--- config.mk ---
export PLATFORM = sky130hd
export DESIGN_NAME = pulse_width_byte_sender
export DESIGN_NICKNAME = d
export VERILOG_FILES = /design/src/design/pwbs_pkg.sv /design/src/design/pulse_width_byte_sender.sv
export SDC_FILE = /design/constraint.sdc
export NUM_CORES = 1
export LEC_CHECK = 0
export BUFFER_PORTS_ARGS = -buffer_cell sky130_fd_sc_hd__buf_2
export CORE_UTILIZATION = 38
export DETAILED_ROUTE_END_ITERATION = 7
export PLACE_DENSITY = 0.59
export SLEW_MARGIN = 0
export SYNTH_ARGS = -nofsm -noshare
export SYNTH_HDL_FRONTEND = slang
export SYNTH_SLANG_ARGS = --single-unit
--- constraint.sdc ---
create_clock -name clock -period 6.9 [get_ports clock]
set_input_delay 0.69 -clock clock [delete_from_list [all_inputs] [get_ports clock]]
set_output_delay 0.69 -clock clock [all_outputs]
set_load 0.05 [all_outputs]
--- src/design/pwbs_pkg.sv ---
// ============================================================================
// pwbs_pkg: shared types and constants of the pulse-width byte sender
// Register map codes, field widths and register reset values.
// ============================================================================
package pwbs_pkg;

   localparam int TICK_W = 16;
   localparam int CODE_W = 8;
   localparam int CSR_DATA_W = 32;
   localparam int CSR_ADDR_W = 5;
   localparam int CSR_INDEX_W = 3;

   typedef enum logic [CSR_INDEX_W-1:0] {
      REG_ENABLE   = 3'd0,
      REG_PREAMBLE = 3'd1,
      REG_START    = 3'd2,
      REG_SHORT    = 3'd3,
      REG_LONG     = 3'd4
   } reg_index_type;

   localparam logic [TICK_W-1:0] PREAMBLE_RESET = 16'd8000;
   localparam logic [TICK_W-1:0] START_RESET    = 16'd5000;
   localparam logic [TICK_W-1:0] SHORT_RESET    = 16'd170;
   localparam logic [TICK_W-1:0] LONG_RESET     = 16'd430;

endpackage

--- src/design/pulse_width_byte_sender.sv ---
// ============================================================================
// pulse_width_byte_sender: single-wire pulse-width code transmitter
// Ticks and send requests in, one status transfer out per item.
// ============================================================================
// Each request transfer (req_cmd = 1) asks to send req_code_byte; each tick
// transfer (req_cmd = 0) lets one microsecond pass. A taken request drives the
// line high for preamble_ticks, low for start_ticks, then BITS_PER_CODE bits
// LSB first (0: short high, long low; 1: long high, short low), then idles
// high. Every input transfer yields exactly one result transfer carrying the
// line level and busy flag after that item, plus accepted/refused/finished.
// Throughput is one item per clock while the result channel is not stalled:
// the item sits in an input register, a single pass of counter/phase logic
// updates the sender state and loads the result register.
// The input register can take a new item while a result waits to be taken.
// Registers sit on an APB port at byte address 4*index (enable, preamble,
// start, short, long); write them only while the sender is idle. A duration
// of zero acts as one tick.
// ============================================================================
module pulse_width_byte_sender #(
   parameter int BITS_PER_CODE = 8
) (
   input  logic                                clock,
   input  logic                                reset,
   // request channel
   input  logic                                req_valid,
   output logic                                req_ready,
   input  logic                                req_cmd,
   input  logic [pwbs_pkg::CODE_W-1:0]         req_code_byte,
   // result channel
   output logic                                rsp_valid,
   input  logic                                rsp_ready,
   output logic                                rsp_line_level,
   output logic                                rsp_busy_res,
   output logic                                rsp_accepted,
   output logic                                rsp_refused,
   output logic                                rsp_finished,
   // configuration port
   input  logic                                psel,
   input  logic                                penable,
   input  logic                                pwrite,
   input  logic [pwbs_pkg::CSR_ADDR_W-1:0]     paddr,
   input  logic [pwbs_pkg::CSR_DATA_W-1:0]     pwdata,
   output logic [pwbs_pkg::CSR_DATA_W-1:0]     prdata,
   output logic                                pready
);
   import pwbs_pkg::*;

   localparam int CNT_W = $clog2(BITS_PER_CODE + 1);

   typedef enum logic [2:0] {
      PH_IDLE  = 3'd0,
      PH_PRE   = 3'd1,
      PH_START = 3'd2,
      PH_BHIGH = 3'd3,
      PH_BLOW  = 3'd4
   } phase_type;

   // configuration registers
   logic              enable_ff;
   logic [TICK_W-1:0] preamble_ff, start_ff, short_ff, long_ff;
   logic              csr_write;
   reg_index_type     csr_index;

   // input register
   logic              in_valid_ff;
   logic              in_cmd_ff;
   logic [CODE_W-1:0] in_code_ff;

   // sender state
   phase_type                phase_ff, phase_in;
   logic [TICK_W-1:0]        tick_ff, tick_in;
   logic [BITS_PER_CODE-1:0] shift_ff, shift_in;
   logic [CNT_W-1:0]         left_ff, left_in;
   logic                     line_ff, line_in;

   // result register
   logic rsp_valid_ff;
   logic line_res_ff, busy_res_ff, acc_res_ff, ref_res_ff, fin_res_ff;

   logic              advance;
   logic              acc_in, ref_in, fin_in;
   logic [TICK_W-1:0] len_raw, phase_len;
   logic [TICK_W:0]   tick_sum;
   logic [31:0]       code_ext;
   logic [CNT_W-1:0]  left_dec;

   // ---------------------------------------------------------------------
   // Configuration port: no wait states, write on the access cycle.
   // ---------------------------------------------------------------------
   assign pready    = 1'b1;
   assign csr_write = psel && penable && pwrite;
   assign csr_index = reg_index_type'(paddr[CSR_ADDR_W-1:2]);

   always_ff @(posedge clock) begin
      if (reset) begin
         enable_ff   <= 1'b0;
         preamble_ff <= PREAMBLE_RESET;
         start_ff    <= START_RESET;
         short_ff    <= SHORT_RESET;
         long_ff     <= LONG_RESET;
      end else if (csr_write) begin
         // addresses past the last register drop the write
         unique case (csr_index)
            REG_ENABLE:   enable_ff   <= pwdata[0];
            REG_PREAMBLE: preamble_ff <= pwdata[TICK_W-1:0];
            REG_START:    start_ff    <= pwdata[TICK_W-1:0];
            REG_SHORT:    short_ff    <= pwdata[TICK_W-1:0];
            REG_LONG:     long_ff     <= pwdata[TICK_W-1:0];
            default: ;
         endcase
      end
   end

   always_comb begin
      unique case (csr_index)
         REG_ENABLE:   prdata = {{(CSR_DATA_W-1){1'b0}}, enable_ff};
         REG_PREAMBLE: prdata = {{(CSR_DATA_W-TICK_W){1'b0}}, preamble_ff};
         REG_START:    prdata = {{(CSR_DATA_W-TICK_W){1'b0}}, start_ff};
         REG_SHORT:    prdata = {{(CSR_DATA_W-TICK_W){1'b0}}, short_ff};
         REG_LONG:     prdata = {{(CSR_DATA_W-TICK_W){1'b0}}, long_ff};
         default:      prdata = '0;
      endcase
   end

   // ---------------------------------------------------------------------
   // Handshake: the input register moves into the result register whenever
   // the result register is empty or being drained this cycle.
   // ---------------------------------------------------------------------
   assign advance   = in_valid_ff && (!rsp_valid_ff || rsp_ready);
   assign req_ready = !in_valid_ff || advance;

   always_ff @(posedge clock) begin
      if (reset) begin
         in_valid_ff <= 1'b0;
      end else if (req_ready) begin
         in_valid_ff <= req_valid;
      end
      if (req_valid && req_ready) begin
         in_cmd_ff  <= req_cmd;
         in_code_ff <= req_code_byte;
      end
   end

   // ---------------------------------------------------------------------
   // Length of the current phase; zero acts as one tick.
   // ---------------------------------------------------------------------
   always_comb begin
      unique case (phase_ff)
         PH_PRE:   len_raw = preamble_ff;
         PH_START: len_raw = start_ff;
         PH_BHIGH: len_raw = shift_ff[0] ? long_ff : short_ff;
         PH_BLOW:  len_raw = shift_ff[0] ? short_ff : long_ff;
         default:  len_raw = TICK_W'(1);
      endcase
      phase_len = (len_raw == '0) ? TICK_W'(1) : len_raw;
   end

   assign tick_sum = {1'b0, tick_ff} + (TICK_W+1)'(1);
   assign code_ext = 32'(in_code_ff);
   assign left_dec = (left_ff != '0) ? left_ff - CNT_W'(1) : left_ff;

   // ---------------------------------------------------------------------
   // Next state and result for the item in the input register.
   // ---------------------------------------------------------------------
   always_comb begin
      phase_in = phase_ff;
      tick_in  = tick_ff;
      shift_in = shift_ff;
      left_in  = left_ff;
      line_in  = line_ff;
      acc_in   = 1'b0;
      ref_in   = 1'b0;
      fin_in   = 1'b0;
      if (in_cmd_ff) begin
         // send request: take it only when enabled and idle
         if (enable_ff && (phase_ff == PH_IDLE)) begin
            acc_in   = 1'b1;
            phase_in = PH_PRE;
            tick_in  = '0;
            shift_in = code_ext[BITS_PER_CODE-1:0];
            left_in  = CNT_W'(BITS_PER_CODE);
            line_in  = 1'b1;
         end else begin
            ref_in = 1'b1;
         end
      end else if (phase_ff != PH_IDLE) begin
         // tick: advance the counter, end the phase on wrap or length reached
         tick_in = tick_sum[TICK_W-1:0];
         if (tick_sum[TICK_W] || (tick_sum[TICK_W-1:0] >= phase_len)) begin
            tick_in = '0;
            unique case (phase_ff)
               PH_PRE: begin
                  phase_in = PH_START;
                  line_in  = 1'b0;
               end
               PH_START: begin
                  phase_in = PH_BHIGH;
                  line_in  = 1'b1;
               end
               PH_BHIGH: begin
                  phase_in = PH_BLOW;
                  line_in  = 1'b0;
               end
               PH_BLOW: begin
                  shift_in = shift_ff >> 1;
                  left_in  = left_dec;
                  line_in  = 1'b1;
                  if (left_dec == '0) begin
                     phase_in = PH_IDLE;
                     fin_in   = 1'b1;
                  end else begin
                     phase_in = PH_BHIGH;
                  end
               end
               default: ;
            endcase
         end
      end
   end

   always_ff @(posedge clock) begin
      if (reset) begin
         phase_ff <= PH_IDLE;
         tick_ff  <= '0;
         shift_ff <= '0;
         left_ff  <= '0;
         line_ff  <= 1'b1;
      end else if (advance) begin
         phase_ff <= phase_in;
         tick_ff  <= tick_in;
         shift_ff <= shift_in;
         left_ff  <= left_in;
         line_ff  <= line_in;
      end
   end

   // ---------------------------------------------------------------------
   // Result register: hold until the transfer completes.
   // ---------------------------------------------------------------------
   always_ff @(posedge clock) begin
      if (reset) begin
         rsp_valid_ff <= 1'b0;
      end else if (advance) begin
         rsp_valid_ff <= 1'b1;
      end else if (rsp_ready) begin
         rsp_valid_ff <= 1'b0;
      end
      if (advance) begin
         line_res_ff <= line_in;
         busy_res_ff <= (phase_in != PH_IDLE);
         acc_res_ff  <= acc_in;
         ref_res_ff  <= ref_in;
         fin_res_ff  <= fin_in;
      end
   end

   assign rsp_valid      = rsp_valid_ff;
   assign rsp_line_level = line_res_ff;
   assign rsp_busy_res   = busy_res_ff;
   assign rsp_accepted   = acc_res_ff;
   assign rsp_refused    = ref_res_ff;
   assign rsp_finished   = fin_res_ff;

endmodule

==> results.py, run 1 <==
metrics = {
    "global_routing": {
        "grt_first_pass_wirelength_um": 29100,
        "grt_pass1_vias": 5445,
        "grt_usage_pct": 21.20,
        "grt_max_degree": 81,
        "gr-total-overflow": 0,
        "antenna_found_initial": 0,
    },
    "setup_path": {
        "cpMaxStageDelayCell": "dfxtp_1",
        "startpoint_type": "flip-flop",
        "crit_chain": "nor2b_1 > a22o_1 > a21oi_1 > nand4_1 > nor4_1 > a211o_1 > ha_1 > nand2b_4 > a2111oi_4 > o32ai_2 > a2111oi_4 > buf_4 > nand3b_1 > a21oi_1",
        "worst-setup-path-type": "flip-flop to flip-flop",
        "arrival_ns": 5.48,
        "crit_fanout": 25,
        "cp-end-kind": "flip-flop",
        "critPathRequiredTime_ns": 7.23,
        "slowest_delay_ns": 0.94,
    },
    "timing": {
        "slew_viol_final": 0,
        "finalSetupViolCount": 0,
        "fin_ws_ns": 1.757,
        "hold_violations": 0,
        "fmax_mhz": 194.4,
        "relSlewSlack_pct": 30.79,
        "post-route-period-util_pct": 74.54,
        "rsz0062_at_grt": "no",
        "worst_pin_slew_ns": 1.034,
        "skew_ns": 0.01170,
        "setup_tns_ns": 0,
        "fin_crit_ns": 5.143,
    },
    "route": {
        "wl_um": 18320,
        "ant_nets": 0,
        "via_count": 5824,
        "viasPerCell": 5.568,
        "firstDrtPassIters": 5,
        "dr.first_iter.drc_count": 391,
        "wl_per_cell_um": 17.51,
        "drc_errors": 0,
    },
    "logic_synthesis": {
        "ys.flop_type": "dfxtp_1",
        "synth_area_um2": 6528,
        "synth_edf_count": 14,
        "synthCells": 793,
        "ys.warnings.count": 0,
        "syn_avg_cell_area_um2": 8.231,
        "async_flop_share_pct": 0,
        "yosysUniqueCellTypes": 65,
        "ys_seq_area_share_pct": 36.80,
        "ys_ff_latch": 113,
    },
    "clock_network": {
        "clk_pin_slew_worst_paths_ns": 0.05,
        "clkLatencyLatePin_ns": 0.42,
        "numCtsBuffers": 17,
        "cts_hold_buf": 0,
        "cts_tree": "yes",
        "ctsRootBufferMaster": "clkbuf_16",
        "cts_setup_buffers": 0,
        "clock_sinks": 113,
        "cts_htree_levels": 4,
        "cts.path.max_buffers": 2,
        "cts_resized": 0,
    },
    "layout": {
        "fin_util_pct": 44.24,
        "area_growth_pct": 13.19,
        "nFillCells": 1730,
        "drive_above_1_share_pct": 12.23,
        "n_antenna_cell": 0,
        "seq_area_um2": 2404,
        "fin_nets": 885,
        "multi_input_comb_area_um2": 3726,
    },
    "power_and_ir_drop": {
        "p_leak_nw": 2.833,
        "vdd_ir_drop_max_mv": 0.1708,
        "p_seq_share_pct": 38.9,
        "combPwrFrac_pct": 10.2,
        "power.total_mw": 1.775,
        "clkPwrFrac_pct": 50.8,
        "powerDensity_nw_per_um2": 240.3,
        "p_int_mw": 1.330,
        "switchingPower_uw": 445.0,
        "switching_share_pct": 25.06,
    },
    "place": {
        "place_worst_setup_slack_ns": 1.798,
        "port_buffers": 57,
        "dp_hpwl_um": 12100,
        "gp_congestion": 0.8036,
    },
    "min_path": {
        "hp-class": "input pin to flip-flop",
    },
    "die": {
        "die_y_um": 133.1,
        "start_util_pct": 39.08,
        "rows": 47,
        "io_pins": 93,
        "core_area_um2": 16700,
        "die_area_um2": 17710,
        "fp.dieW_um": 133.1,
    },
    "run_status": {
        "status": "completed",
    },
    "job": {
        "drv_cap": 0,
    },
}
sequential cells by signal (all words and copies together), names as in the netlist, 3 cells and up:
name and count:
long_ff 16, preamble_ff 16, short_ff 16, start_ff 16, tick_ff 16, in_code_ff 8, shift_ff 8, left_ff 4
phase_ff 3
worst paths after layout:
path                    startpoint            end  slack, ns  depth (start not counted)
setup reg to reg       phase_ff[1]     tick_ff[0]       1.76                         14
hold reg to reg        start_ff[0]    start_ff[0]       0.47                          2
setup / recovery       phase_ff[1]     tick_ff[0]       1.76                         14
hold / removal    req_code_byte[4]  in_code_ff[4]       0.45                          1
critical path, delay by kind of cell, from the launching register on:
| kind | cells | cell delay (ns) |
|---|---|---|
| AOI/OAI and AO/OA | 7 | 2.37 |
| adders and majority gates | 1 | 0.23 |
| buffers and inverters | 1 | 0.34 |
| DFF | 1 | 0.94 |
| and+or+nand+nor | 5 | 1.15 |
kinds of logic after synthesis:
kind of cell	count (synthesis)	share of synthesized area, %
flops	113	36.80
fa+ha+maj	18	3.450
simple gates	313	21.31
other cells	2	0.1151
buf+inv	87	7.073
compound gates	193	21.07
mux	53	8.300
xor+xnor	14	1.878
routing by layer:
metal,vias up,GRT usage [%],routed length (µm)
met5,-,0,0
met4,0,8.238,354
met3,28,3.946,821
met2,169,34.93,8612
met1,2759,27.35,8530
li1,2868,-,-
area by class of cell:
type | instances | share of cell area, %
clock buffer | 25 | 6.706
timing repair buffer | 64 | 4.572
multi-input combinational | 608 | 50.43
tap | 220 | 3.726
clock inverter | 6 | 1.423
sequential | 113 | 32.53
inverter | 10 | 0.6097
power by group through the flow:
| stage | Clock, mW | Combinational (mW) | Sequential (mW) |
|---|---|---|---|
| after floorplan | 0 | 0.144 | 0.702 |
| after global placement | 0 | 0.180 | 0.704 |
| after detailed placement | 0 | 0.181 | 0.704 |
| after CTS | 0.914 | 0.181 | 0.691 |
| after global routing | 0.938 | 0.194 | 0.692 |
| final | 0.903 | 0.181 | 0.691 |
metrics by stage:
step	std cells	hold slack [ns]	cell area [µm²]
6_report	1046	0.4467	7388
2_1_floorplan	808	0.4363	6584
3_5_place_dp	1015	0.4563	6788
3_3_place_gp	1015	0.4435	6788
5_1_grt	1046	0.4350	7388
4_1_cts	1046	0.4288	7388
Yosys cell counts, types with 2 or more instances:
master	n	area share, %
a32oi_1	16	2.1
edfxtp_1	14	6.4
a2111oi_4	2	0.84
buf_2	6	0.46
nor2b_1	9	0.86
inv_1	8	0.46
a22o_1	7	0.94
nand3b_1	4	0.46
and4_1	3	0.40
a22oi_1	21	2.4
buf_1	2	0.12
a21oi_1	72	5.5
conb_1	2	0.12
nor4_1	5	0.48
nor3_1	4	0.31
nand2b_1	4	0.38
buf_4	21	2.4
dfxtp_1	99	30
o21ai_0	5	0.38
clkbuf_1	42	2.4
or2_1	4	0.38
and3_1	8	0.77
o21a_1	2	0.23
o211ai_1	5	0.58
o22ai_1	17	1.6
buf_6	5	0.86
nand2_1	153	8.8
mux2_1	9	1.6
ha_1	18	3.5
a211oi_1	11	1.3
o221a_1	7	1.2
a21o_1	2	0.23
and2_1	2	0.19
xor2_1	4	0.54
nand3_1	35	2.7
mux2i_1	44	6.7
o2bb2ai_1	8	1.1
xnor2_1	10	1.3
nand4_1	8	0.77
o31ai_1	3	0.35
nor2_1	68	3.9
placed cells by master (no fill, tap or decap), drive strengths merged, types with 5 or more instances in the layout:
master,count
and3,8
mux2,9
a32oi,16
a22oi,21
ha,18
clkbuf,25
o221a,7
a211oi,12
inv,9
edfxtp,14
nand2b,5
dfxtp,99
conb,17
buf,64
nor2b,9
nand4,8
a21oi,72
a22o,7
nor4,5
o22ai,17
o21ai,6
o211ai,5
nor2,68
nand3,35
mux2i,44
xnor2,10
o2bb2ai,8
nand2,153
No activity file was read; power rests on OpenSTA's default activity.
==> run 2: changes to the inputs <==
==> constraint.sdc (replaced) <==
create_clock -name clock -period 5.04 [get_ports clock]
set_input_delay 0.504 -clock clock [delete_from_list [all_inputs] [get_ports clock]]
set_output_delay 0.504 -clock clock [all_outputs]
set_load 0.05 [all_outputs]
==> run 2 against run 1 <==
Combinational power grew 45%. Non-clock buffer count grew 7. First-iteration DRC count grew 25%. Critical path depth is the same. Total power grew 36%. Final cell count grew 0.67%. Fmax grew 20%. Register-to-register slack lost 0.99 ns. Sequential power grew 36%. Highest routed layer unchanged. Utilization grew 0.33 points.
==> results.py, run 2 (synthesis gave the netlist of run 1 again) <==
metrics = {
    "die": {
        "die_area_um2": 17710,
        "core_area_um2": 16700,
        "start_util_pct": 39.08,
        "fp.dieW_um": 133.1,
        "io_pins": 93,
        "die_y_um": 133.1,
        "rows": 47,
    },
    "clock_network": {
        "cts.path.max_buffers": 2,
        "cts_hold_buf": 0,
        "clock_sinks": 113,
        "cts_setup_buffers": 0,
        "numCtsBuffers": 17,
        "cts_resized": 0,
        "cts_tree": "yes",
        "clk_pin_slew_worst_paths_ns": 0.06,
        "clkLatencyLatePin_ns": 0.42,
        "cts_htree_levels": 4,
        "ctsRootBufferMaster": "clkbuf_16",
    },
    "global_routing": {
        "grt_max_degree": 80,
        "grt_pass1_vias": 5419,
        "antenna_found_initial": 0,
        "grt_usage_pct": 21.46,
        "gr-total-overflow": 0,
        "grt_first_pass_wirelength_um": 29260,
    },
    "route": {
        "ant_nets": 0,
        "drc_errors": 0,
        "wl_per_cell_um": 17.58,
        "dr.first_iter.drc_count": 489,
        "firstDrtPassIters": 4,
        "viasPerCell": 5.553,
        "wl_um": 18510,
        "via_count": 5847,
    },
    "power_and_ir_drop": {
        "vdd_ir_drop_max_mv": 0.2355,
        "powerDensity_nw_per_um2": 324.1,
        "p_leak_nw": 2.857,
    },
    "setup_path": {
        "critPathRequiredTime_ns": 5.30,
        "arrival_ns": 4.53,
        "worst-setup-path-type": "flip-flop to flip-flop",
        "cp-end-kind": "flip-flop",
        "crit_fanout": 11,
        "startpoint_type": "flip-flop",
    },
    "timing": {
        "slew_viol_final": 0,
        "rsz0062_at_grt": "no",
        "finalSetupViolCount": 0,
        "skew_ns": 0.01089,
        "hold_ws_ns": 0.2599,
        "relSlewSlack_pct": 31.17,
        "setup_tns_ns": 0,
        "fmax_mhz": 234.2,
        "post-route-period-util_pct": 84.71,
        "worst_pin_slew_ns": 1.029,
        "fin_crit_ns": 4.269,
        "fin_ws_ns": 0.7708,
        "hold_violations": 0,
    },
    "place": {
        "port_buffers": 57,
        "placed_area_um2": 6853,
        "place_inst": 1022,
        "gp_congestion": 0.8132,
        "place_worst_setup_slack_ns": 0.7875,
        "dp_hpwl_um": 12240,
    },
    "layout": {
        "final_cell_mix": "153 x nand2_1, 98 x dfxtp_1, 72 x a21oi_1, 68 x nor2_1, 57 x buf_2",
        "area_growth_pct": 14.03,
        "drive_above_1_share_pct": 13.21,
        "layout.cells.non_filler": 1053,
        "fin_area_um2": 7443,
        "final_common_cell": "nand2_1",
        "fin_nets": 892,
        "n_antenna_cell": 0,
    },
    "run_status": {
        "status": "completed",
    },
    "min_path": {
        "hp-class": "input pin to flip-flop",
    },
    "job": {
        "drv_cap": 0,
    },
}
-- run 2: changes by cell type in the layout (fill, tap and decap cells not counted), sizes merged --
cell / delta
buf: +7
bufinv: -1
clkbuf: -3
clkinvlp: +4
-- run 2: layout make-up --
cell class,instances,area (µm²)
Fill cell,1713,9258
Inverter,10,45.04
Clock buffer,22,485.5
Tap cell,220,275.3
Multi-Input combinational cell,608,3726
Sequential cell,113,2404
Clock inverter,9,105.1
Timing Repair Buffer,71,402.9
-- run 2: where the power goes --
part	leakage (nW)	switching (mW)	internal [mW]
Combinational	1.64	0.187	0.0749
Sequential	0.934	0.0130	0.928
Clock	0.279	0.433	0.776
Total	2.86	0.633	1.78
-- run 2: path summary, 6_finish.rpt --
path | from | end | slack (ns) | cells past startpoint
setup / recovery | phase_ff[1] | phase_ff[1] | 0.77 | 14
hold / removal | req_code_byte[7] | in_code_ff[7] | 0.26 | 1
setup reg to reg | phase_ff[1] | phase_ff[1] | 0.77 | 14
hold reg to reg | start_ff[0] | start_ff[0] | 0.46 | 2
-- run 2: metrics by stage --
stage          utilization, %  total power [mW]
2_1_floorplan               -             1.159
3_3_place_gp            41.03             1.218
3_5_place_dp            41.03             1.220
4_1_cts                 44.57             2.420
5_1_grt                 44.57             2.477
6_report                44.57             2.412
-- run 2: metal layers --
metal | vias up | routed length, µm | global-route usage [%]
li1 | 2880 | - | -
met1 | 2785 | 8627 | 28.15
met2 | 161 | 8780 | 34.67
met3 | 21 | 809 | 4.713
met4 | 0 | 293 | 7.344
met5 | - | 0 | 0
-- run 2: critical path: stages (launching register included) --
cell and delay, ns:
dfxtp_1 0.54, nor2b_1 0.62, buf_4 0.30, a22o_1 0.15, a21oi_1 0.10, nand4_1 0.14
nor4_1 0.06, a211o_1 0.27, ha_1 0.28, nand2b_4 0.14, a2111oi_4 0.35, o32ai_2 0.17
a2111o_1 0.56, a311oi_1 0.32, a2111oi_1 0.09
==> run 3: changes to the inputs <==
--- a/config.mk
+++ b/config.mk
@@ -5,10 +5,11 @@
 export SDC_FILE = /design/constraint.sdc
 export NUM_CORES = 1
 export LEC_CHECK = 0
+export ABC_AREA = 1
 export BUFFER_PORTS_ARGS = -buffer_cell sky130_fd_sc_hd__buf_2
 export CORE_UTILIZATION = 38
 export DETAILED_ROUTE_END_ITERATION = 7
-export PLACE_DENSITY = 0.59
+export PLACE_DENSITY = 0.61
 export SLEW_MARGIN = 0
 export SYNTH_ARGS = -nofsm -noshare
 export SYNTH_HDL_FRONTEND = slang
==> constraint.sdc (replaced) <==
create_clock -name clock -period 3.9 [get_ports clock]
set_input_delay 0.39 -clock clock [delete_from_list [all_inputs] [get_ports clock]]
set_output_delay 0.39 -clock clock [all_outputs]
set_load 0.05 [all_outputs]
==> run 3 against run 2 <==
Register-to-register slack got worse by 0.37 ns. Via count increased by 1.9%. Utilization grew 0.64 points. Sequential cell count did not move. Clock skew barely moved. Sequential power increased by 31%. Worst setup slack got worse by 0.37 ns. Clock-buffer cell count stayed put. Largest power group unchanged.
==> results.py, run 3 <==
metrics = {
    "timing": {
        "finalSetupViolCount": 0,
        "rsz0062_at_grt": "no",
        "fin_ws_ns": 0.4048,
        "skew_ns": 0.01064,
        "setup_tns_ns": 0,
        "fin_crit_ns": 3.495,
        "slew_viol_final": 0,
        "relSlewSlack_pct": 45.39,
        "post-route-period-util_pct": 89.62,
        "fmax_mhz": 286.1,
        "hold_ws_ns": 0.1358,
        "worst_pin_slew_ns": 0.8183,
        "hold_violations": 0,
    },
    "layout": {
        "multi_input_comb_area_um2": 3324,
        "area_growth_pct": 16.39,
        "n_antenna_cell": 0,
        "final_cell_mix": "167 x nand2_1, 111 x inv_1, 99 x dfxtp_1, 85 x a21oi_1, 79 x nor2_1",
        "fin_nets": 1026,
        "final_common_cell": "nand2_1",
        "drive_above_1_share_pct": 14.36,
        "seq_area_um2": 2402,
        "nFillCells": 1724,
    },
    "setup_path": {
        "reg2regPathDepth": 23,
        "crit_chain": "inv_2 > nand3_4 > o22ai_1 > nor3_1 > nand4_1 > nor2_1 > nand2_1 > nand2_1 > ha_1 > nand2_1 > nor2_1 > nor2_1 > nand2_1 > nand2_1 > nand2_1 > nand2_1 > nand3_4 > nand2_2 > nand2_4 > nand2_4 > inv_2 > nor2_1 > nor2_1",
        "cp_num_buf_inv": 2,
        "arrival_ns": 3.81,
        "crit_fanout": 15,
        "cp-end-kind": "flip-flop",
        "slowest_delay_ns": 0.51,
        "startpoint_type": "flip-flop",
        "crit_family": "simple AND/OR/NAND/NOR gates",
        "critPathRequiredTime_ns": 4.22,
        "cpMaxStageDelayCell": "dfxtp_1",
        "worst-setup-path-type": "flip-flop to flip-flop",
        "cp.depth": 23,
        "cp_common_cell": "nand2_1",
    },
    "logic_synthesis": {
        "syn_avg_cell_area_um2": 7.094,
        "synth_top_area_share_pct": 30.77,
        "ys_seq_area_share_pct": 37.30,
        "synth_edf_count": 14,
        "synthCells": 908,
        "synth_commonest_cells": "167 x nand2_1, 112 x inv_1, 99 x dfxtp_1, 85 x a21oi_1, 79 x nor2_1",
        "ys.warnings.count": 0,
        "synth_area_leaders": "dfxtp_1 31%, nand2_1 9.7%, a21oi_1 6.6%",
        "yosysUniqueCellTypes": 39,
        "synth_area_um2": 6441,
        "ys_ff_latch": 113,
        "ys.flop_type": "dfxtp_1",
        "synth_top_area_cell": "dfxtp_1",
        "yosysMostFrequentCell": "nand2_1",
        "async_flop_share_pct": 0,
    },
    "power_and_ir_drop": {
        "power.total_mw": 3.244,
        "vdd_ir_drop_max_mv": 0.3027,
        "powerDensity_nw_per_um2": 432.7,
        "p_leak_nw": 3.343,
    },
    "die": {
        "core_area_um2": 16580,
        "rows": 47,
        "start_util_pct": 38.84,
        "fp.dieW_um": 132.2,
        "die_y_um": 132.2,
        "io_pins": 93,
        "die_area_um2": 17480,
    },
    "job": {
        "drv_cap": 0,
    },
    "clock_network": {
        "clkLatencyLatePin_ns": 0.43,
        "cts.path.max_buffers": 2,
        "cts_setup_buffers": 0,
        "numCtsBuffers": 17,
        "cts_htree_levels": 4,
        "cts_hold_buf": 0,
        "cts_resized": 0,
        "clk_pin_slew_worst_paths_ns": 0.05,
        "clock_sinks": 113,
        "cts_tree": "yes",
        "ctsRootBufferMaster": "clkbuf_16",
    },
    "route": {
        "firstDrtPassIters": 5,
        "via_count": 5960,
        "ant_nets": 0,
        "wl_um": 16750,
        "wl_per_cell_um": 14.10,
        "dr.first_iter.drc_count": 383,
        "drc_errors": 0,
        "viasPerCell": 5.017,
    },
    "global_routing": {
        "grt_first_pass_wirelength_um": 27330,
        "gr-total-overflow": 0,
        "grt_usage_pct": 19.97,
        "grt_pass1_vias": 5375,
        "grt_max_degree": 50,
        "antenna_found_initial": 0,
    },
    "place": {
        "gp_congestion": 0.8133,
        "dp_hpwl_um": 11380,
        "port_buffers": 57,
        "place_worst_setup_slack_ns": 0.3933,
    },
    "min_path": {
        "hold_path_depth": 1,
        "hp-class": "input pin to flip-flop",
    },
    "run_status": {
        "status": "completed",
    },
}
[run 3: final cells by class]
type	count	area share, %
Clock buffer	22	6.325
Clock inverter	10	1.786
Inverter	123	6.158
Multi-Input combinational cell	626	44.34
Sequential cell	113	32.04
Tap cell	220	3.672
Timing Repair Buffer	74	5.674
[run 3: through the flow]
stage | cells | utilization (%) | area, µm²
after CTS | 1188 | 45.09 | 7477
after detailed placement | 1156 | 41.42 | 6869
final | 1188 | 45.21 | 7497
after global placement | 1156 | 41.42 | 6869
after floorplan | 923 | - | 6497
after global routing | 1188 | 45.21 | 7497
[run 3: worst paths after layout]
kind,from,end,slack (ns)
setup / recovery,phase_ff[2],left_ff[3],0.40
hold / removal,req_code_byte[5],in_code_ff[5],0.14
setup reg to reg,phase_ff[2],left_ff[3],0.40
hold reg to reg,left_ff[1],left_ff[1],0.47
[run 3: power by group]
group / leakage (nW) / switching (mW) / internal (mW) / total (mW)
Clock: 0.296 / 0.556 / 1.05 / 1.61
Sequential: 0.936 / 0.0196 / 1.21 / 1.23
Combinational: 2.11 / 0.294 / 0.119 / 0.413
Total: 3.34 / 0.870 / 2.37 / 3.24
[run 3: cells by family after synthesis]
family	synth area share [%]
AND/OR/NAND/NOR	23.02
AO/OA/AOI/OAI	21.76
buffers and inverters	12.28
flip-flops	37.30
adder cells (fa/ha/maj)	3.497
XOR/XNOR	2.040
other	0.1166
[run 3: layer usage]
layer	global-route usage (%)	wire length, µm
met5	0	0
met1	26.65	8196
met2	32.04	7533
met3	3.652	733
met4	7.663	282
